==> config.mk <==
export PLATFORM = sky130hd
export DESIGN_NAME = circular_prime_check
export DESIGN_NICKNAME = d
export VERILOG_FILES = /design/src/rtl/cpc_pkg.sv /design/src/rtl/cpc_div.sv /design/src/rtl/circular_prime_check.sv
export SDC_FILE = /design/constraint.sdc
export NUM_CORES = 1
export LEC_CHECK = 0
export BUFFER_PORTS_ARGS = -buffer_cell sky130_fd_sc_hd__buf_2
export CORE_MARGIN = 8
export CORE_UTILIZATION = 39
export CTS_BUF_LIST = sky130_fd_sc_hd__clkbuf_8
export CTS_CLUSTER_DIAMETER = 150
export DETAILED_ROUTE_END_ITERATION = 10
export GPL_TIMING_DRIVEN = 1
export SLEW_MARGIN = 20
export SYNTH_ARGS = -nofsm -noshare
export SYNTH_HDL_FRONTEND = slang
export SYNTH_SLANG_ARGS = --single-unit
export TNS_END_PERCENT = 5
==> constraint.sdc <==
create_clock -name clk -period 6.5 [get_ports clk]
set_input_delay 0.325 -clock clk [delete_from_list [all_inputs] [get_ports clk]]
set_output_delay 0.325 -clock clk [all_outputs]
set_load 0.01 [all_outputs]
==> src/rtl/cpc_pkg.sv <==
// shared types, constants and power-of-ten table for the circular prime checker
package cpc_pkg;

	localparam int CNT_W = 4;
	localparam int POW_W = 34;
	localparam int NUM_W = 31;

	typedef enum logic [3:0] {
		S_IDLE,
		S_COUNT,
		S_TEST,
		S_TRIAL,
		S_TDIV,
		S_ROT,
		S_RCNT,
		S_RDIV,
		S_FINISH
	} cpc_state_t;

	typedef struct packed {
		logic busy;
		logic done;
	} cpc_div_stat_t;

	function automatic logic [POW_W-1:0] pow10(input logic [CNT_W-1:0] k);
		logic [POW_W-1:0] p;
		case (k)
			4'd0:    p = 34'd1;
			4'd1:    p = 34'd10;
			4'd2:    p = 34'd100;
			4'd3:    p = 34'd1000;
			4'd4:    p = 34'd10000;
			4'd5:    p = 34'd100000;
			4'd6:    p = 34'd1000000;
			4'd7:    p = 34'd10000000;
			4'd8:    p = 34'd100000000;
			4'd9:    p = 34'd1000000000;
			4'd10:   p = 34'd10000000000;
			default: p = {POW_W{1'b1}};
		endcase
		return p;
	endfunction

endpackage

==> src/rtl/cpc_div.sv <==
// shared restoring divider, one quotient bit per cycle
module cpc_div
	import cpc_pkg::*;
#(
	parameter int W = 30
) (
	input  logic          clk,
	input  logic          arst_n,
	input  logic          start,
	input  logic [W-1:0]  dividend,
	input  logic [W-1:0]  divisor,
	output cpc_div_stat_t stat,
	output logic [W-1:0]  quotient,
	output logic [W-1:0]  remainder
);

	localparam int CW = $clog2(W + 1);

	logic          busy_q;
	logic          done_q;
	logic [CW-1:0] cnt_q;
	logic [W-1:0]  quo_q;
	logic [W-1:0]  rem_q;
	logic [W-1:0]  dvs_q;
	logic [W:0]    shifted;
	logic [W:0]    diff;
	logic          ge;

	assign shifted = {rem_q, quo_q[W-1]};
	assign diff    = shifted - {1'b0, dvs_q};
	assign ge      = ~diff[W];

	always_ff @(posedge clk or negedge arst_n) begin
		if (!arst_n) begin
			busy_q <= 1'b0;
			done_q <= 1'b0;
			cnt_q  <= '0;
		end else if (start) begin
			busy_q <= 1'b1;
			done_q <= 1'b0;
			cnt_q  <= CW'(W);
		end else if (busy_q) begin
			cnt_q <= cnt_q - CW'(1);
			if (cnt_q == CW'(1)) begin
				busy_q <= 1'b0;
				done_q <= 1'b1;
			end
		end else begin
			done_q <= 1'b0;
		end
	end

	always_ff @(posedge clk) begin
		if (start) begin
			quo_q <= dividend;
			rem_q <= '0;
			dvs_q <= divisor;
		end else if (busy_q) begin
			rem_q <= ge ? diff[W-1:0] : shifted[W-1:0];
			quo_q <= {quo_q[W-2:0], ge};
		end
	end

	assign stat.busy = busy_q;
	assign stat.done = done_q;
	assign quotient  = quo_q;
	assign remainder = rem_q;

endmodule

==> src/rtl/circular_prime_check.sv <==
// top level of the circular prime checker: sequencer and datapath around one divider
//
// Input channel: number with in_valid/in_stall; a transfer happens when in_valid is
// high and in_stall is low. Output channel: is_circular and out_of_range with
// out_valid/out_stall, one result per input item.
// The block works on one number at a time and holds in_stall high from the transfer
// until the result has been moved into the output register. A new number can be
// taken while that result still waits for the receiver.
// Sequence: the digits are counted first, then per rotation a digit count and one
// divide by ten, and per trial divisor one divider pass of VW quotient bits (VW is
// 30 at the default MAX_DIGITS). The worst case is nine rotations with some 15800
// odd divisors each; numbers below two or with too many digits finish without any
// divider pass.
// The shared restoring divider, one quotient bit per cycle, sets the pace.
// When the receiver stalls, the result stays on the outputs and the next result
// waits in the sequencer until the output register is free.
// Reset clears the sequencer and the output valid; no memories need clearing.
module circular_prime_check
	import cpc_pkg::*;
#(
	parameter int MAX_DIGITS = 9
) (
	input  logic             clk,
	input  logic             arst_n,
	input  logic             in_valid,
	output logic             in_stall,
	input  logic [NUM_W-1:0] number,
	output logic             out_valid,
	input  logic             out_stall,
	output logic             is_circular,
	output logic             out_of_range
);

	localparam int VW = $clog2(pow10(CNT_W'(MAX_DIGITS)));
	localparam int DW = VW / 2 + 2;
	localparam int SW = VW + 2;

	cpc_state_t    state_q;
	cpc_state_t    state_d;
	cpc_div_stat_t div_st;

	logic [NUM_W-1:0] n_q;
	logic [CNT_W-1:0] cnt_q;
	logic [CNT_W-1:0] left_q;
	logic [VW-1:0]    cur_q;
	logic [DW-1:0]    d_q;
	logic [SW-1:0]    sq_q;
	logic             res_circ_q;
	logic             res_oor_q;
	logic             out_valid_q;
	logic             circ_q;
	logic             oor_q;

	logic          div_start;
	logic [VW-1:0] div_divisor;
	logic [VW-1:0] div_quo;
	logic [VW-1:0] div_rem;
	logic          n_ge;
	logic          cur_ge;
	logic          n_lt2;
	logic          too_long;
	logic          sq_gt;
	logic          out_free;
	logic [VW-1:0] scale;
	logic [VW-1:0] rot_val;

	assign n_ge     = POW_W'(n_q) >= pow10(cnt_q);
	assign cur_ge   = POW_W'(cur_q) >= pow10(cnt_q);
	assign n_lt2    = n_q < NUM_W'(2);
	assign too_long = cnt_q > CNT_W'(MAX_DIGITS);
	assign sq_gt    = sq_q > SW'(cur_q);
	assign out_free = ~out_valid_q | ~out_stall;
	assign scale    = VW'(pow10(cnt_q - CNT_W'(1)));
	assign rot_val  = VW'(VW'(div_rem[3:0]) * scale + div_quo);

	cpc_div #(
		.W(VW)
	) u_div (
		.clk       (clk),
		.arst_n    (arst_n),
		.start     (div_start),
		.dividend  (cur_q),
		.divisor   (div_divisor),
		.stat      (div_st),
		.quotient  (div_quo),
		.remainder (div_rem)
	);

	// next state
	always_comb begin
		state_d = state_q;
		case (state_q)
			S_IDLE: begin
				if (in_valid) state_d = S_COUNT;
			end
			S_COUNT: begin
				if (!n_ge) begin
					if (n_lt2 || too_long) state_d = S_FINISH;
					else                   state_d = S_TEST;
				end
			end
			S_TEST: begin
				if (cur_q < VW'(2))      state_d = S_FINISH;
				else if (cur_q == VW'(2)) state_d = S_ROT;
				else if (!cur_q[0])      state_d = S_FINISH;
				else                     state_d = S_TRIAL;
			end
			S_TRIAL: begin
				state_d = sq_gt ? S_ROT : S_TDIV;
			end
			S_TDIV: begin
				if (div_st.done) state_d = (div_rem == '0) ? S_FINISH : S_TRIAL;
			end
			S_ROT: begin
				if (left_q == CNT_W'(1))      state_d = S_FINISH;
				else if (cur_q < VW'(10))     state_d = S_TEST;
				else                          state_d = S_RCNT;
			end
			S_RCNT: begin
				if (!cur_ge) state_d = S_RDIV;
			end
			S_RDIV: begin
				if (div_st.done) state_d = S_TEST;
			end
			S_FINISH: begin
				if (out_free) state_d = S_IDLE;
			end
			default: state_d = S_IDLE;
		endcase
	end

	// sequencer outputs
	always_comb begin
		in_stall    = 1'b1;
		div_start   = 1'b0;
		div_divisor = VW'(d_q);
		case (state_q)
			S_IDLE: begin
				in_stall = 1'b0;
			end
			S_TRIAL: begin
				div_start = ~sq_gt;
			end
			S_RCNT: begin
				div_start   = ~cur_ge;
				div_divisor = VW'(10);
			end
			default: begin
				in_stall = 1'b1;
			end
		endcase
	end

	always_ff @(posedge clk or negedge arst_n) begin
		if (!arst_n) begin
			state_q     <= S_IDLE;
			out_valid_q <= 1'b0;
		end else begin
			state_q <= state_d;
			if (state_q == S_FINISH && out_free) out_valid_q <= 1'b1;
			else if (!out_stall)                 out_valid_q <= 1'b0;
		end
	end

	always_ff @(posedge clk) begin
		case (state_q)
			S_IDLE: begin
				n_q   <= number;
				cnt_q <= CNT_W'(1);
			end
			S_COUNT: begin
				if (n_ge) begin
					cnt_q <= cnt_q + CNT_W'(1);
				end else begin
					cur_q      <= VW'(n_q);
					left_q     <= cnt_q;
					res_circ_q <= 1'b0;
					res_oor_q  <= ~n_lt2 & too_long;
				end
			end
			S_TEST: begin
				d_q  <= DW'(3);
				sq_q <= SW'(9);
			end
			S_TDIV: begin
				if (div_st.done) begin
					d_q  <= d_q + DW'(2);
					sq_q <= sq_q + (SW'(d_q) << 2) + SW'(4);
				end
			end
			S_ROT: begin
				left_q <= left_q - CNT_W'(1);
				cnt_q  <= CNT_W'(1);
				if (left_q == CNT_W'(1)) res_circ_q <= 1'b1;
			end
			S_RCNT: begin
				if (cur_ge) cnt_q <= cnt_q + CNT_W'(1);
			end
			S_RDIV: begin
				if (div_st.done) cur_q <= rot_val;
			end
			S_FINISH: begin
				if (out_free) begin
					circ_q <= res_circ_q;
					oor_q  <= res_oor_q;
				end
			end
			default: begin
				cnt_q <= cnt_q;
			end
		endcase
	end

	assign out_valid    = out_valid_q;
	assign is_circular  = circ_q;
	assign out_of_range = oor_q;

	a_flags_exclusive: assert property (@(posedge clk) disable iff (!arst_n)
		out_valid |-> !(is_circular && out_of_range))
		else $error("result marks both circular and out of range");

	a_div_idle_start: assert property (@(posedge clk) disable iff (!arst_n)
		div_start |-> !div_st.busy)
		else $error("divider started while busy");

	a_accept_leaves_idle: assert property (@(posedge clk) disable iff (!arst_n)
		(in_valid && !in_stall) |=> (state_q == S_COUNT))
		else $error("transfer in did not start digit count");

	a_out_drains: assert property (@(posedge clk) disable iff (!arst_n)
		(out_valid && !out_stall && state_q != S_FINISH) |=> !out_valid)
		else $error("result repeated after output transfer");

endmodule

==> impl_metrics.yaml <==
outcome:
  status: "finished clean"
critical_path:
  reg2reg_from: "cnt_q[1]"
  arrival_ns: 6.51
  worstSetupPathType: "flip-flop to flip-flop"
  crit_start: "cnt_q[1]"
  cp-end-kind: "flip-flop"
  cp-start-kind: "flip-flop"
  cp_max_fo: 6
  required_ns: 6.82
synth:
  ys.flop_type: "edfxtp_1"
  synth_area_um2: 18380
  synth_cell_types: 81
  avgSynthCellArea_um2: 9.235
  ys_ff_latch: 234
  ys_seq_area_share_pct: 34.80
  syn_nets: 2294
  synthCells: 1990
  yosys_warnings: 0
  ys_async_sr_fraction_pct: 5.128
  synth_edf_count: 165
grt:
  track_usage_pct: 18.47
  grt_pass1_wl_um: 79940
  first_global_vias: 14360
  grt.overflow.total: 0
  grt_max_degree: 66
  antenna_found_initial: 1
timing:
  setup_viol: 0
  rsz0062_at_grt: "yes"
  clock_skew_ns: 0.02688
  period_minus_slack_ns: 6.195
  slew_violations: 0
  timing.final.crit_share_pct: 95.30
  fmax_mhz: 161.4
  hold_viol_final: 0
  fin_tns_setup_ns: 0
  max_slew_margin_pct: 28.03
  worstMarginPinSlew_ns: 1.070
  setup_slack_ns: 0.3054
floorplan:
  start_util_pct: 39.47
  core-area_um2: 46560
  die_y_um: 233.1
  row_count: 79
  die_w_um: 233.1
  die-area_um2: 54320
  pin_count: 39
clocking:
  clock-sinks: 234
  cts_inserted_buffers: 47
  cts_tree: "built"
  clockBufferDepth: 3
  clk_latency_ns: 0.61
  cts_htree_levels: 2
  cts_setup_buffers: 0
  clk_pin_slew_ns: 0.05
  cts_root_buffer: "clkbuf_8"
final_layout:
  final_cell_area_um2: 20670
  nets: 2381
  layout-drive-gt1-share_pct: 8.743
  post-route-util_pct: 44.40
  syn2layout_area_growth_pct: 12.49
detailed_routing:
  drt_iter0_drc: 1018
  remaining_drc_errors: 0
  wl_um: 49950
  routed_via_density: 5.375
  first_pass_iters: 5
  drtAntennaViolNets: 0
  vias: 14650
  wl_per_cell_um: 18.33
hold_path:
  hp-class: "input port to flip-flop"
  hold_path_startpoint: "out_stall"
place:
  io_buffers: 38
  gp_congestion: 0.9116
  dpl-instance-area_um2: 19300
  pre_cts_ws_ns: -0.03232
  dp_hpwl_um: 38240
flow_run:
  cap_violations: 0
[Yosys cell counts (46+ instances only)]
cell type  count  share of area, %
a21oi_1      105               2.9
o21ai_0      125               3.4
xor2_1        46               2.2
edfxtp_1     165                27
ha_1         187                13
inv_1        256               5.2
nor2_1       163               3.3
fa_1          82               8.9
dfxtp_1       57               6.2
clkbuf_1      51               1.0
xnor2_1       52               2.5
and2_1        60               2.0
nand2_1      179               3.7
[path summary, 6_finish.rpt]
| kind | end | slack [ns] | cells after the start |
|---|---|---|---|
| min | out_valid | 0.06 | 3 |
| min reg2reg | is_circular | 0.43 | 0 |
| max reg2reg | cur_q[28] | 0.31 | 20 |
| max in group asynchronous | u_div.busy_q | 6.08 | 2 |
| min in group asynchronous | state_q[0] | 0.15 | 2 |
| max | cur_q[28] | 0.31 | 20 |
[cells in the final DEF, fill, tap and decap left out, drive strengths merged, types with 7 or more instances in the layout]
cell         Yosys  layout
a31oi           13      13
nand4           23      23
a21boi           7       7
o211ai          10      10
nor3            45      45
buf              6      66
xor2            47      47
nor2b           37      37
nor4            28      28
a21o            41      41
clkinv           1      16
clkbuf          54      58
dfxtp           57      57
or3             14      14
dlygate4sd3      0      32
dfrtp           12      12
xnor2           52      52
a211oi          26      26
and3            24      24
edfxtp         165     165
ha             187     187
fa              82      82
mux2i            7       7
nor2           163     163
inv            256     267
and2            61      61
nand3           33      33
a21oi          107     107
nand2          179     179
or2              9       9
o21a             9       9
o21ai          127     127
a311oi          19      19
nand2b          13      13
[cell type report]
type | count | area [um2]
inverters | 257 | 964.7
clock inverters | 30 | 214.0
well taps | 607 | 759.5
repair buffers | 98 | 720.7
fillers | 4477 | 25880
flip-flops and latches | 234 | 6400
diodes | 2 | 5.005
multi-input cells | 1439 | 10810
clock buffers | 58 | 798.3
[critical path: stages, from the launching register on]
cell	delay (ns)
edfxtp_1	0.45
or4_1	0.61
and2_1	0.23
nor3_1	0.18
buf_4	0.18
a21oi_1	0.08
and2_1	0.20
fa_1	0.51
fa_1	0.59
fa_1	0.45
ha_1	0.39
a21o_1	0.20
a21oi_1	0.17
a21boi_0	0.14
a221o_1	0.39
a21boi_1	0.24
o21ai_1	0.17
a211o_1	0.29
a31o_2	0.24
xnor2_1	0.13
o21ai_0	0.09
[kinds of logic after synthesis]
kind of cell | Yosys count | synth area share (%)
mux | 13 | 0.7489
compound gates | 410 | 14.13
xor+xnor | 99 | 4.759
fa+ha+maj | 269 | 21.66
flops | 234 | 34.80
buf+inv | 317 | 6.692
simple gates | 648 | 17.20
[through the flow]
step           instances  hold WS, ns
2_1_floorplan       1990      0.02941
3_3_place_gp        2603       0.2231
3_5_place_dp        2603       0.2339
5_1_grt             2724      0.04948
4_1_cts             2723     0.002089
6_report            2725      0.05960
[routing by layer]
layer	global-route usage [%]	part of all wire [%]
met2	27.36	43
met4	7.370	3.9
met5	0	0
met1	26.47	47
met3	3.130	6.3
[timing repair]
item / CTS / global route
endpoints found under the setup margin: 3 / 6
gates resized for setup: 1 / 7
endpoints found under the hold margin: 43 / 0
hold buffers: 32 / 0
Power is left out: the tool's default activity adds up to more than one toggle a clock period on the data nets, which glitch-free logic cannot reach.
